===== src/ssc_pkg.sv =====
// Shared types and constants for the sonar sentry controller.
`timescale 1ns / 1ps

package ssc_pkg;

  typedef struct packed {
    logic [1:0]  opcode;
    logic [15:0] timestamp;
    logic        level;
  } in_item_t;

  typedef struct packed {
    logic signed [9:0]  drive_velocity;
    logic signed [15:0] drive_radius;
    logic               song_play;
    logic [1:0]         song_number;
    logic [2:0]         mode;
  } out_item_t;

  typedef struct packed {
    logic [15:0]        near_threshold;
    logic [15:0]        far_threshold;
    logic [15:0]        track_margin;
    logic [8:0]         approach_speed;
    logic [8:0]         scan_speed;
    logic signed [15:0] search_radius;
    logic [6:0]         left_scan_samples;
    logic [6:0]         right_scan_samples;
  } cfg_t;

  typedef enum logic [4:0] {
    MODE_SEARCH = 5'b00001,
    MODE_LEFT   = 5'b00010,
    MODE_RIGHT  = 5'b00100,
    MODE_TRACK  = 5'b01000,
    MODE_LOCKED = 5'b10000
  } mode_e;

  localparam logic [1:0] OP_ECHO_EDGE   = 2'd0;
  localparam logic [1:0] OP_MOTION      = 2'd1;
  localparam logic [1:0] OP_MEASURE_END = 2'd2;

  localparam logic [2:0] REG_NEAR_THRESHOLD = 3'd0;
  localparam logic [2:0] REG_FAR_THRESHOLD  = 3'd1;
  localparam logic [2:0] REG_TRACK_MARGIN   = 3'd2;
  localparam logic [2:0] REG_APPROACH_SPEED = 3'd3;
  localparam logic [2:0] REG_SCAN_SPEED     = 3'd4;
  localparam logic [2:0] REG_SEARCH_RADIUS  = 3'd5;
  localparam logic [2:0] REG_LEFT_SAMPLES   = 3'd6;
  localparam logic [2:0] REG_RIGHT_SAMPLES  = 3'd7;

  localparam logic [2:0] MODE_NUM_SEARCH = 3'd0;
  localparam logic [2:0] MODE_NUM_LEFT   = 3'd1;
  localparam logic [2:0] MODE_NUM_RIGHT  = 3'd2;
  localparam logic [2:0] MODE_NUM_TRACK  = 3'd3;
  localparam logic [2:0] MODE_NUM_LOCKED = 3'd4;

  localparam logic [1:0] SONG_NONE = 2'd0;
  localparam logic [1:0] SONG_SEEK = 2'd1;
  localparam logic [1:0] SONG_LOCK = 2'd2;

  localparam logic signed [15:0] RADIUS_STRAIGHT   = 16'sh8000;
  localparam logic signed [15:0] RADIUS_SPIN_LEFT  = 16'sd1;
  localparam logic signed [15:0] RADIUS_SPIN_RIGHT = -16'sd1;

  localparam logic [15:0] MIN_VALID_WIDTH = 16'd10;
  localparam logic [8:0]  SPEED_LIMIT     = 9'd500;

  localparam cfg_t CFG_RESET = '{
    near_threshold:     16'd10500,
    far_threshold:      16'd15000,
    track_margin:       16'd100,
    approach_speed:     9'd40,
    scan_speed:         9'd50,
    search_radius:      16'sd200,
    left_scan_samples:  7'd30,
    right_scan_samples: 7'd60
  };

  function automatic logic signed [9:0] sat_speed(logic [8:0] s);
    logic [8:0] lim;
    lim = (s > SPEED_LIMIT) ? SPEED_LIMIT : s;
    return signed'({1'b0, lim});
  endfunction

  function automatic logic [2:0] mode_num(mode_e m);
    logic [2:0] n;
    unique case (m)
      MODE_LEFT:   n = MODE_NUM_LEFT;
      MODE_RIGHT:  n = MODE_NUM_RIGHT;
      MODE_TRACK:  n = MODE_NUM_TRACK;
      MODE_LOCKED: n = MODE_NUM_LOCKED;
      default:     n = MODE_NUM_SEARCH;
    endcase
    return n;
  endfunction

endpackage


===== src/ssc_echo_timer.sv =====
// Echo width measurement from alternating rising and falling edge timestamps.
`timescale 1ns / 1ps

module ssc_echo_timer #(
  parameter int TIMER_BITS = 16
) (
  input  logic                  clk_i,
  input  logic                  rst_ni,
  input  logic                  edge_en_i,
  input  logic [TIMER_BITS-1:0] stamp_i,
  output logic [TIMER_BITS-1:0] echo_width_o
);

  logic                  expect_falling_q, expect_falling_d;
  logic [TIMER_BITS-1:0] start_q, start_d;
  logic [TIMER_BITS-1:0] width_q, width_d;

  always_comb begin
    expect_falling_d = expect_falling_q;
    start_d          = start_q;
    width_d          = width_q;
    if (edge_en_i) begin
      expect_falling_d = !expect_falling_q;
      if (!expect_falling_q) begin
        start_d = stamp_i;
      end else begin
        // wraps modulo the timer width
        width_d = stamp_i - start_q;
      end
    end
  end

  always_ff @(posedge clk_i or negedge rst_ni) begin
    if (!rst_ni) begin
      expect_falling_q <= 1'b0;
      start_q          <= '0;
      width_q          <= '0;
    end else begin
      expect_falling_q <= expect_falling_d;
      start_q          <= start_d;
      width_q          <= width_d;
    end
  end

  assign echo_width_o = width_q;

endmodule


===== src/ssc_sentry_fsm.sv =====
// Sentry mode machine: search, scan left and right, track and lock.
`timescale 1ns / 1ps

module ssc_sentry_fsm #(
  parameter int TIMER_BITS = 16
) (
  input  logic                  clk_i,
  input  logic                  rst_ni,
  input  logic                  step_i,
  input  ssc_pkg::in_item_t     item_i,
  input  logic [TIMER_BITS-1:0] echo_width_i,
  input  ssc_pkg::cfg_t         cfg_i,
  output logic                  res_valid_o,
  output ssc_pkg::out_item_t    res_o
);

  import ssc_pkg::*;

  localparam int CmpW = ((TIMER_BITS > 16) ? TIMER_BITS : 16) + 1;

  mode_e                 mode_q, mode_d;
  logic                  seek_q, seek_d;
  logic [TIMER_BITS-1:0] nearest_q, nearest_d;
  logic [6:0]            scan_q, scan_d;

  logic [CmpW-1:0]       echo_ext;
  logic [TIMER_BITS-1:0] min_w;
  logic [TIMER_BITS-1:0] nearest_sel;
  logic [CmpW-1:0]       bound;
  logic [6:0]            cnt_inc;
  logic                  lock_sel;
  logic signed [9:0]     vel_scan, vel_app;

  assign echo_ext    = CmpW'(echo_width_i);
  assign min_w       = (echo_width_i < nearest_q) ? echo_width_i : nearest_q;
  // after the right scan the bound uses the minimum that includes this sample
  assign nearest_sel = (mode_q == MODE_RIGHT) ? min_w : nearest_q;
  assign bound       = CmpW'(nearest_sel) + CmpW'(cfg_i.track_margin);
  assign cnt_inc     = scan_q + 7'd1;
  assign vel_scan    = sat_speed(cfg_i.scan_speed);
  assign vel_app     = sat_speed(cfg_i.approach_speed);

  always_comb begin
    mode_d      = mode_q;
    seek_d      = seek_q;
    nearest_d   = nearest_q;
    scan_d      = scan_q;
    lock_sel    = 1'b0;
    res_valid_o = 1'b0;
    res_o       = '0;

    if (step_i && item_i.opcode == OP_MOTION) begin
      if (item_i.level && mode_q == MODE_SEARCH) begin
        mode_d = MODE_LEFT;
        seek_d = 1'b1;
      end
    end

    if (step_i && item_i.opcode == OP_MEASURE_END) begin
      res_valid_o = 1'b1;
      if (mode_q == MODE_LEFT && seek_q) begin
        // first sample seeds the running minimum if it is wider than MIN_VALID_WIDTH
        seek_d = 1'b0;
        if (echo_ext > CmpW'(MIN_VALID_WIDTH)) begin
          nearest_d = echo_width_i;
        end
        scan_d                = '0;
        res_o.drive_velocity  = vel_scan;
        res_o.drive_radius    = RADIUS_SPIN_LEFT;
        res_o.song_play       = 1'b1;
        res_o.song_number     = SONG_SEEK;
      end else begin
        unique case (mode_q)
          MODE_LEFT: begin
            nearest_d            = min_w;
            res_o.drive_velocity = vel_scan;
            if (cnt_inc >= cfg_i.left_scan_samples) begin
              scan_d             = '0;
              mode_d             = MODE_RIGHT;
              res_o.drive_radius = RADIUS_SPIN_RIGHT;
            end else begin
              scan_d             = cnt_inc;
              res_o.drive_radius = RADIUS_SPIN_LEFT;
            end
          end
          MODE_RIGHT: begin
            nearest_d = min_w;
            if (cnt_inc >= cfg_i.right_scan_samples) begin
              scan_d   = '0;
              lock_sel = 1'b1;
            end else begin
              scan_d               = cnt_inc;
              res_o.drive_velocity = vel_scan;
              res_o.drive_radius   = RADIUS_SPIN_RIGHT;
            end
          end
          MODE_TRACK: begin
            lock_sel = 1'b1;
          end
          MODE_LOCKED: begin
            res_o.drive_radius = RADIUS_STRAIGHT;
            if (echo_ext > CmpW'(cfg_i.far_threshold)) begin
              res_o.drive_velocity = vel_app;
            end else if (echo_ext < CmpW'(cfg_i.near_threshold)) begin
              res_o.drive_velocity = -vel_app;
            end else begin
              res_o.drive_velocity = '0;
            end
          end
          default: begin
            mode_d               = MODE_SEARCH;
            res_o.drive_velocity = vel_app;
            res_o.drive_radius   = cfg_i.search_radius;
          end
        endcase

        if (lock_sel) begin
          if (echo_ext > bound) begin
            mode_d               = MODE_TRACK;
            res_o.drive_velocity = vel_scan;
            res_o.drive_radius   = RADIUS_SPIN_LEFT;
          end else begin
            mode_d               = MODE_LOCKED;
            res_o.drive_velocity = '0;
            res_o.drive_radius   = RADIUS_STRAIGHT;
            res_o.song_play      = 1'b1;
            res_o.song_number    = SONG_LOCK;
          end
        end
      end
      res_o.mode = mode_num(mode_d);
    end
  end

  always_ff @(posedge clk_i or negedge rst_ni) begin
    if (!rst_ni) begin
      mode_q    <= MODE_SEARCH;
      seek_q    <= 1'b0;
      nearest_q <= '0;
      scan_q    <= '0;
    end else begin
      mode_q    <= mode_d;
      seek_q    <= seek_d;
      nearest_q <= nearest_d;
      scan_q    <= scan_d;
    end
  end

  a_seek_in_left: assert property (@(posedge clk_i) disable iff (!rst_ni)
    seek_q |-> mode_q == MODE_LEFT)
    else $error("seek pending outside scan left");

  a_song_number: assert property (@(posedge clk_i) disable iff (!rst_ni)
    res_valid_o && res_o.song_play |-> res_o.song_number != SONG_NONE)
    else $error("song play without song number");

  a_lock_entry_song: assert property (@(posedge clk_i) disable iff (!rst_ni)
    res_valid_o && mode_d == MODE_LOCKED && mode_q != MODE_LOCKED |-> res_o.song_play)
    else $error("lock entered without lock song");

endmodule


===== src/sonar_sentry_controller_unit.sv =====
// Top level of the sonar sentry controller: handshakes, config and pipeline registers.
//
// Usage:
//  - Input channel (in_valid_i / in_ready_o / in_item_i) carries events: echo
//    edges with a timestamp, motion sensor levels and end-of-measurement ticks.
//  - Only an end-of-measurement item produces a result item on the output
//    channel (out_valid_o / out_ready_i / out_item_o); other items update state.
//  - Config channel (cfg_valid_i / cfg_ready_o / cfg_index_i / cfg_data_i)
//    writes the eight tuning registers; it is always ready. Write it only while
//    the block is idle.
//  - Throughput: one item per cycle while the receiver does not stall. An item is
//    registered in the input register, and its result is then loaded into the
//    output register, from which it is visible.
//  - When the receiver stalls, the result stays in the output register and the
//    input register holds the next item; in_ready_o drops only while both are full.
//  - Reset: mode search, echo polarity expects a rising edge, all widths and
//    counters zero, tuning registers at their defaults.
`timescale 1ns / 1ps

module sonar_sentry_controller_unit #(
  parameter int TIMER_BITS = 16
) (
  input  logic                clk_i,
  input  logic                rst_ni,
  input  logic                in_valid_i,
  output logic                in_ready_o,
  input  ssc_pkg::in_item_t   in_item_i,
  output logic                out_valid_o,
  input  logic                out_ready_i,
  output ssc_pkg::out_item_t  out_item_o,
  input  logic                cfg_valid_i,
  output logic                cfg_ready_o,
  input  logic [2:0]          cfg_index_i,
  input  logic [15:0]         cfg_data_i
);

  import ssc_pkg::*;

  cfg_t                  cfg_q, cfg_d;
  logic                  s1_valid_q, s1_valid_d;
  in_item_t              s1_item_q;
  logic                  out_valid_q, out_valid_d;
  out_item_t             out_item_q;
  logic                  s1_adv;
  logic                  step;
  logic                  edge_en;
  logic [TIMER_BITS-1:0] echo_width;
  logic                  res_valid;
  out_item_t             res;

  assign cfg_ready_o = 1'b1;

  always_comb begin
    cfg_d = cfg_q;
    if (cfg_valid_i) begin
      unique case (cfg_index_i)
        REG_NEAR_THRESHOLD: cfg_d.near_threshold     = cfg_data_i;
        REG_FAR_THRESHOLD:  cfg_d.far_threshold      = cfg_data_i;
        REG_TRACK_MARGIN:   cfg_d.track_margin       = cfg_data_i;
        REG_APPROACH_SPEED: cfg_d.approach_speed     = cfg_data_i[8:0];
        REG_SCAN_SPEED:     cfg_d.scan_speed         = cfg_data_i[8:0];
        REG_SEARCH_RADIUS:  cfg_d.search_radius      = signed'(cfg_data_i);
        REG_LEFT_SAMPLES:   cfg_d.left_scan_samples  = cfg_data_i[6:0];
        REG_RIGHT_SAMPLES:  cfg_d.right_scan_samples = cfg_data_i[6:0];
      endcase
    end
  end

  // stage 1 moves whenever the output slot is free or being drained
  assign s1_adv     = !out_valid_q || out_ready_i;
  assign in_ready_o = !s1_valid_q || s1_adv;
  assign step       = s1_valid_q && s1_adv;
  assign edge_en    = step && s1_item_q.opcode == OP_ECHO_EDGE;

  always_comb begin
    s1_valid_d = s1_valid_q;
    if (in_valid_i && in_ready_o) begin
      s1_valid_d = 1'b1;
    end else if (s1_adv) begin
      s1_valid_d = 1'b0;
    end
    out_valid_d = (out_valid_q && !out_ready_i) || (step && res_valid);
  end

  ssc_echo_timer #(
    .TIMER_BITS(TIMER_BITS)
  ) u_echo (
    .clk_i        (clk_i),
    .rst_ni       (rst_ni),
    .edge_en_i    (edge_en),
    .stamp_i      (TIMER_BITS'(s1_item_q.timestamp)),
    .echo_width_o (echo_width)
  );

  ssc_sentry_fsm #(
    .TIMER_BITS(TIMER_BITS)
  ) u_fsm (
    .clk_i        (clk_i),
    .rst_ni       (rst_ni),
    .step_i       (step),
    .item_i       (s1_item_q),
    .echo_width_i (echo_width),
    .cfg_i        (cfg_q),
    .res_valid_o  (res_valid),
    .res_o        (res)
  );

  always_ff @(posedge clk_i or negedge rst_ni) begin
    if (!rst_ni) begin
      cfg_q       <= CFG_RESET;
      s1_valid_q  <= 1'b0;
      out_valid_q <= 1'b0;
    end else begin
      cfg_q       <= cfg_d;
      s1_valid_q  <= s1_valid_d;
      out_valid_q <= out_valid_d;
    end
  end

  always_ff @(posedge clk_i) begin
    if (in_valid_i && in_ready_o) begin
      s1_item_q <= in_item_i;
    end
    if (step && res_valid) begin
      out_item_q <= res;
    end
  end

  assign out_valid_o = out_valid_q;
  assign out_item_o  = out_item_q;

  a_accept_fills_s1: assert property (@(posedge clk_i) disable iff (!rst_ni)
    in_valid_i && in_ready_o |=> s1_valid_q)
    else $error("accepted item not in input register");

  a_s1_held: assert property (@(posedge clk_i) disable iff (!rst_ni)
    s1_valid_q && !s1_adv |=> s1_valid_q && $stable(s1_item_q))
    else $error("stalled item lost from input register");

  a_result_loaded: assert property (@(posedge clk_i) disable iff (!rst_ni)
    step && s1_item_q.opcode == OP_MEASURE_END |=> out_valid_q)
    else $error("measurement end did not produce a result");

endmodule


===== config.mk =====
export PLATFORM = sky130hd
export DESIGN_NAME = sonar_sentry_controller_unit
export DESIGN_NICKNAME = d
export VERILOG_FILES = /design/src/ssc_pkg.sv /design/src/ssc_echo_timer.sv /design/src/ssc_sentry_fsm.sv /design/src/sonar_sentry_controller_unit.sv
export SDC_FILE = /design/constraint.sdc
export NUM_CORES = 1
export LEC_CHECK = 0
export ABC_AREA = 1
export BUFFER_PORTS_ARGS = -buffer_cell sky130_fd_sc_hd__clkbuf_2
export CAP_MARGIN = 10
export CORE_MARGIN = 1
export CORE_UTILIZATION = 30
export DETAILED_ROUTE_END_ITERATION = 6
export GPL_TIMING_DRIVEN = 0
export PLACE_DENSITY = 0.53
export SLEW_MARGIN = 20
export SYNTH_ARGS = -nofsm -noshare
export SYNTH_HDL_FRONTEND = slang
export SYNTH_SLANG_ARGS = --single-unit
export TNS_END_PERCENT = 20

===== constraint.sdc =====
create_clock -name clk_i -period 8.8 [get_ports clk_i]
set_input_delay 0.88 -clock clk_i [delete_from_list [all_inputs] [get_ports clk_i]]
set_output_delay 0.88 -clock clk_i [all_outputs]
set_load 0.02 [all_outputs]

==> results_dict.tcl, run 1 <==
set metrics [dict create \
    cts_made_buffers 25 \
    cts_setup_buffers 0 \
    grt_pass1_vias 10410 \
    fin_ws_ns 2.965 \
    outcome "finished clean" \
    rsz0062_at_grt "no" \
    synth_top_family_by_area "simple AND/OR/NAND/NOR gates" \
    top_layer "met4" \
    totalNegativeSetupSlack_ns 0 \
    grt_pass1_wl_mm 55.21 \
    die_w_microns 206.9 \
    synth_most_common_cell "nand2_1" \
    setup_viol 0 \
    detail_route.iter0.violations 553 \
    drive_gt1_frac 0.1088 \
    dp_hpwl_mm 26.68 \
    crit_top_cell "nand2_1" \
    place.gp.congestion 0.8703 \
    start_kind "flop" \
    wl_met3_mm 1.452 \
    critPathLaunch "u_echo.echo_width_o[13]$_DFFE_PN0P_" \
    peakVddDrop_mv 0.1845 \
    die_area_sq_um 42790 \
    synth_top_area_share 0.2564 \
    wirelength_mm 34.20 \
    whs_ns 0.2599 \
    grt.overflow.total 0 \
    grt_usage 0.1645 \
    worstPathArrival_ns 6.21 \
    ys_types 50 \
    die_y_microns 206.9 \
    synthTopCellsByCount "381 x nand2_1, 193 x inv_1, 144 x o21ai_0" \
    vias 10600 \
    synthAdderAreaFrac 0.1115 \
    slowest_delay_ns 0.59 \
    power.total_w 0.004023 \
    wl_met1_mm 16.49 \
    ys.flop_type "dfrtp_1" \
    ys_seq_elements 211 \
    worst_slew_pin_slew_ns 0.7443 \
    r2r_setup_slack_ns 2.96 \
    first_pass_iters 7 \
    post_drt_wl_per_cell_microns 15.51 \
    finClkSkew_ns 0.02198 \
    synth.net_count 1702 \
    yosysSeqAreaShare 0.4428 \
    preCtsSetupSlack_ns 2.952 \
    drv_cap 0 \
    cts_tree "yes" \
    synthSimpleGateAreaFrac 0.2200 \
    grt_max_degree 68 \
    synth_compound_area_frac 0.1271 \
    hp-class "in -> async" \
    finalNetCount 1809 \
    initial_core_util 0.3062 \
    route.met2.wl_mm 15.82 \
    period_minus_slack_ns 5.835 \
    max-slew-margin-rel 0.5038 \
    worstSetupEndpointType "flop" \
    synthTopCellsByArea "dfrtp_1 26%, edfxtp_1 12%, nand2_1 11%, ha_1 11%, dfstp_2 6.5%" \
    worst-path-max-fanout 10 \
    ant_nets 0 \
    drc 0 \
    syn-instance-count 1548 \
    areaGrowthSynthToFinish_pct 14.88 \
    n_antenna_cell 0 \
    drv_slew 0 \
    netlist_area_sq_um 12590 \
    clockBufferDepth 3 \
    synth.largest_area_cell "dfrtp_1" \
    max_freq_mhz 171.4 \
    synthArstFlopShare 0.7583 \
    fillCellCount 4362 \
    finalHoldViolCount 0 \
    ys_warn_count 0 \
    clk_latency_ns 0.54 \
    synth_edf_count 51 \
    post-route-period-util 0.6631 \
    h-tree-depth 1 \
    antenna_found_initial 0 \
    num_rows 74 \
    cts_root_buf "clkbuf_16" \
    syn_area_per_cell_sq_um 8.133 \
    p_per_area_nw_per_um2 278.2 \
    io_buffers 76 \
    synthXorXnorAreaFrac 0.02226 \
    hold_buffers 0 \
    core_area_sq_um 41110 \
    critPathRequiredTime_ns 9.18 \
    final_cells 2205 \
    pin_count 78 \
    critPathKind "reg -> reg" \
    power.leakage_nw 7.103 \
    cp_slowest_cell "dfrtp_1" \
    cts.clk_slew.worst_paths_ns 0.06 \
    place_inst 2160 \
    r2r_start "u_echo.echo_width_o[13]$_DFFE_PN0P_" \
    muxShareOfSynthArea 0.0008945 \
    ctsResizeCount 0 \
    via_per_inst 4.807 \
    clock-sinks 211 \
]
==> worst max-delay path: cells and delay by family, from the launching register on <==
family	cells	cell delay [ns]
DFF	1	0.59
adders and majority gates	4	1.21
xor gates and xnor gates	1	0.10
AOI/OAI and AO/OA	6	1.44
buffers and inverters	3	0.49
and+or+nand+nor	16	1.86
==> final timing paths <==
kind                                                            end  depth (start not counted)
worst max-delay path                   out_item_o[23]$_SDFFCE_PN0P_                         30
worst min-delay path                  u_echo.start_q[8]$_DFFE_PN0P_                          1
worst max register to register         out_item_o[23]$_SDFFCE_PN0P_                         30
worst min register to register  u_echo.expect_falling_q$_DFFE_PN0P_                          2
max in group asynchronous                     cfg_q[21]$_DFFE_PN1P_                          3
min in group clk_i              u_echo.expect_falling_q$_DFFE_PN0P_                          2
==> layout by cell type (no fill, tap or decap), types with 3 or more instances in the layout <==
master,n
nand2_1,381
inv_1,193
o21ai_0,144
nor2_1,131
dfrtp_1,129
ha_1,109
a21oi_1,98
nand3_1,87
clkbuf_2,75
edfxtp_1,51
clkbuf_1,39
dfstp_2,31
xor2_1,25
clkbuf_16,25
a31oi_1,17
nand4_1,15
nor3_1,15
a21o_1,8
o31ai_1,7
xnor2_1,7
buf_2,6
nand3b_1,6
inv_2,5
buf_6,5
o21a_1,4
o21ai_2,4
o22ai_1,4
clkinv_1,4
clkbuf_8,4
o21ai_1,3
nor2_2,3
or2_2,3
==> power breakdown <==
group / internal, W / leakage, nW / switching, W
Sequential: 0.00121 / 2.43 / 0.000226
Combinational: 0.000617 / 4.31 / 0.00102
Clock: 0.000549 / 0.357 / 0.000392
==> layer usage <==
layer / vias to the layer above / track usage
met5: - / 0
met4: 0 / 0.02972
met3: 30 / 0.02355
met2: 207 / 0.2695
met1: 5038 / 0.2315
li1: 5325 / -
==> cell type report <==
cell class / count / area, sq um / area share
Tap cell: 532 / 665.6 / 0.04602
Sequential cell: 211 / 5574 / 0.3854
Clock inverter: 5 / 25.02 / 0.001730
Multi-Input combinational cell: 1097 / 6070 / 0.4197
Timing Repair Buffer: 80 / 470.5 / 0.03253
Clock buffer: 40 / 711.9 / 0.04923
Buffer: 41 / 198.9 / 0.01376
Inverter: 199 / 747.0 / 0.05165
==> per-stage QoR <==
| stage | instance area [sq um] | utilization |
|---|---|---|
| 6_report | 14460 | 0.3518 |
| 5_1_grt | 14460 | 0.3518 |
| 4_1_cts | 14460 | 0.3518 |
| 3_5_place_dp | 13730 | 0.3339 |
| 3_3_place_gp | 13640 | 0.3317 |
| 2_1_floorplan | 12590 | - |
==> cells by family after synthesis <==
logic type	Yosys count
AO/OA/AOI/OAI	297
XOR/XNOR	32
adder cells (fa/ha/maj)	111
buffers and inverters	240
flip-flops	211
multiplexers	1
other	1
AND/OR/NAND/NOR	655
==> state kept, by name, summed over array words and instances (netlist names) <==
register	count
cfg_q	96
out_item_o	32
out_valid_o	1
s1_item_q	19
s1_valid_q	1
u_echo.echo_width_o	16
u_echo.expect_falling_q	1
u_echo.start_q	16
u_fsm.mode_q	5
u_fsm.nearest_q	16
u_fsm.scan_q	7
u_fsm.seek_q	1
Power figures use the tool's default switching activity.
==> run 2: changes to the inputs <==
ABC_AREA = 0   (was 1)
PLACE_DENSITY = 0.55   (was 0.53)
clock period = 5.1 ns   (was 8.8 ns; I/O delays follow)
==> run 2 against run 1 <==
- the flow now finishes with violations (setup timing)
- routed wire length fell by 15%
- global-route usage shrank 2.1 points
- power rose by 89%
- critical path depth fell by 1
- first-iteration DRC count decreased by 27%
- die area shrank 5.5%
- worst setup slack lost 3.5 ns
==> results_dict.tcl, run 2 <==
set metrics [dict create \
    outcome "finished with violations" \
    violations "setup timing" \
    cts.clk_slew.worst_paths_ns 0.06 \
    die_y_microns 201.1 \
    num_rows 72 \
    place.gp.congestion 0.8401 \
    power.leakage_nw 6.366 \
    syn_area_per_cell_sq_um 10.63 \
    grt_pass1_vias 8698 \
    setup_viol 18 \
    clockBufferDepth 3 \
    max-slew-margin-rel 0.3726 \
    cts_made_buffers 26 \
    clk_latency_ns 0.54 \
    power.internal_w 0.004773 \
    hp-class "in -> reg" \
    antenna_found_initial 0 \
    worstPathArrival_ns 6.06 \
    final_cell_mix "117 x dfrtp_1, 113 x nand2_1, 107 x ha_1, 91 x inv_1, 88 x o21ai_0" \
    die_area_sq_um 40440 \
    synth.largest_area_cell "dfrtp_1" \
    worst_slew_pin_slew_ns 0.9411 \
    vias 8695 \
    core_area_sq_um 38830 \
    pwr-share-clk 0.236 \
    ys_types 65 \
    final_common_cell "dfrtp_1" \
    grt_usage 0.1439 \
    fillCellCount 3867 \
    largest_register "cfg_q" \
    drive_gt1_frac 0.2628 \
    initial_core_util 0.3063 \
    dp_hpwl_mm 21.50 \
    peakVddDrop_mv 0.2748 \
    p_per_area_nw_per_um2 532.4 \
    crit_buf_inv 3 \
    cts_root_buf "clkbuf_16" \
    post_drt_wl_per_cell_microns 16.31 \
    grt_max_degree 62 \
    finClkSkew_ns 0.02799 \
    synth.net_count 1273 \
    worst-path-max-fanout 8 \
    cp_slowest_cell "dfrtp_2" \
    muxShareOfSynthArea 0.09543 \
    synth_top_area_share 0.2715 \
    synthTopCellsByArea "dfrtp_1 27%, edfxtp_1 13%, ha_1 11%, mux2_2 8.2%, dfstp_2 6.8%" \
    critPathKind "reg -> reg" \
    ant_nets 0 \
    r2r_setup_slack_ns -0.58 \
    p_comb_frac 0.431 \
    syn-instance-count 1119 \
    n_antenna_cell 0 \
    p_sw_w 0.002830 \
    critical_path.top_delay_family "compound AO/OA/AOI/OAI gates" \
    synthXorXnorAreaFrac 0.02431 \
    finalHoldViolCount 0 \
    fin_ws_ns -0.5843 \
    grt_pass1_wl_mm 46.75 \
    finalNetCount 1401 \
    drv_slew 0 \
    ys.flop_type "dfrtp_1" \
    largest_reg_flops 96 \
    detail_route.iter0.violations 401 \
    preCtsSetupSlack_ns -1.271 \
    wirelength_mm 29.12 \
    grt.overflow.total 0 \
    worstSetupEndpointType "flop" \
    synth_top_family_by_area "compound AO/OA/AOI/OAI gates" \
    start_kind "flop" \
    die_w_microns 201.1 \
    period_minus_slack_ns 5.684 \
    post-route-period-util 1.115 \
    io_buffers 72 \
    ys_seq_elements 211 \
    synthArstFlopShare 0.7583 \
    max_freq_mhz 175.9 \
    first_pass_iters 4 \
    cts_tree "yes" \
    netlist_area_sq_um 11890 \
    synthAdderAreaFrac 0.1181 \
    critPathRequiredTime_ns 5.48 \
    drc 0 \
    pin_count 78 \
    h-tree-depth 1 \
    swShare 0.3722 \
    drv_cap 0 \
    synthSimpleGateAreaFrac 0.1090 \
    clock-sinks 211 \
    seq_power_share 0.333 \
    slowest_delay_ns 0.49 \
    via_per_inst 4.871 \
    synth_edf_count 51 \
    yosysSeqAreaShare 0.4687 \
    rsz0062_at_grt "yes" \
    synth_compound_area_frac 0.1435 \
    synth_most_common_cell "dfrtp_1" \
    ys_warn_count 0 \
    synthTopCellsByCount "129 x dfrtp_1, 113 x nand2_1, 109 x ha_1" \
    areaGrowthSynthToFinish_pct 20.10 \
    totalNegativeSetupSlack_ns -9.161 \
]
==> run 2: cell types whose count changed after synthesis, sizes merged, moves of 14 or more <==
cell | before | now
nor2 | 136 | 33
o21ai | 151 | 100
a21o | 8 | 24
o21a | 4 | 22
inv | 198 | 92
a21oi | 99 | 53
nand2b | 0 | 14
mux2 | 1 | 96
nand3 | 90 | 20
nand2 | 384 | 113
==> run 2: path summary, 6_finish.rpt <==
path	startpoint	endpoint	cells after the start
min in group asynchronous	rst_ni	u_echo.start_q[1]$_DFFE_PN0P_	2
worst max register to register	u_echo.echo_width_o[5]$_DFFE_PN0P_	out_item_o[27]$_SDFFCE_PN0P_	29
max in group asynchronous	rst_ni	cfg_q[20]$_DFFE_PN1P_	4
worst min-delay path	in_item_i[16]	s1_item_q[16]$_DFFE_PP_	1
worst max-delay path	u_echo.echo_width_o[5]$_DFFE_PN0P_	out_item_o[27]$_SDFFCE_PN0P_	29
worst min register to register	s1_item_q[8]$_DFFE_PP_	u_echo.start_q[7]$_DFFE_PN0P_	2
==> run 2: cells by family after synthesis <==
group / Yosys count
other: 1
xor gates and xnor gates: 33
DFF: 211
AOI/OAI and AO/OA: 274
buffers and inverters: 125
adders and majority gates: 111
muxes: 98
and+or+nand+nor: 266
==> run 2: metrics by stage <==
step,cells,cell area (sq um),utilization,hold slack [ns],power (W)
6_report,1785,14280,0.3678,0.1597,0.007603
5_1_grt,1785,14280,0.3678,0.1388,0.008233
4_1_cts,1781,14160,0.3648,0.1357,0.007526
3_5_place_dp,1711,13060,0.3363,0.4851,0.005549
3_3_place_gp,1709,12990,0.3345,0.4787,0.005446
2_1_floorplan,1119,11980,-,0.2144,0.004743
==> run 2: final cells by class <==
type	instances	area, sq um	area share
Tap cell	518	648.1	0.04538
Buffer	32	140.1	0.009812
Clock buffer	38	755.7	0.05292
Timing Repair Buffer	100	625.6	0.04381
Multi-Input combinational cell	783	6087	0.4262
Inverter	93	350.3	0.02453
Clock inverter	10	85.08	0.005958
Sequential cell	211	5589	0.3914
==> run 2: worst reg2reg max path: cells and delay by family (launching register included) <==
family / cells / cell delay, ns
AOI/OAI and AO/OA: 13 / 2.01
xor gates and xnor gates: 1 / 0.16
adders and majority gates: 4 / 1.18
and+or+nand+nor: 7 / 1.09
DFF: 1 / 0.49
buffers and inverters: 3 / 0.39
muxes: 1 / 0.21
==> run 2: repair_timing <==
item / 4_1_cts / 5_1_grt
hold buffers: 1 / 0
pin swaps: 14 / 15
gates resized for setup: 27 / 18
cloned: 0 / 0
endpoints found under the setup margin: 18 / 18
setup buffers: 21 / 4
endpoints found under the hold margin: 41 / 0
==> run 2: power groups by stage <==
stage	combinational [W]	sequential, W	clock [W]
finish	0.00327	0.00253	0.00180
global route	0.00372	0.00259	0.00192
CTS	0.00314	0.00253	0.00185
detailed placement	0.00295	0.00260	0
global placement	0.00286	0.00258	0
floorplan	0.00230	0.00245	0
==> run 2: per-layer routing <==
metal  part of all wire  GRT usage  up-vias
li1                   -          -     4275
met1               0.49     0.2011     4248
met2               0.47     0.2368      134
met3              0.028    0.01814       38
met4              0.019    0.03190        0
met5                  0          0        -
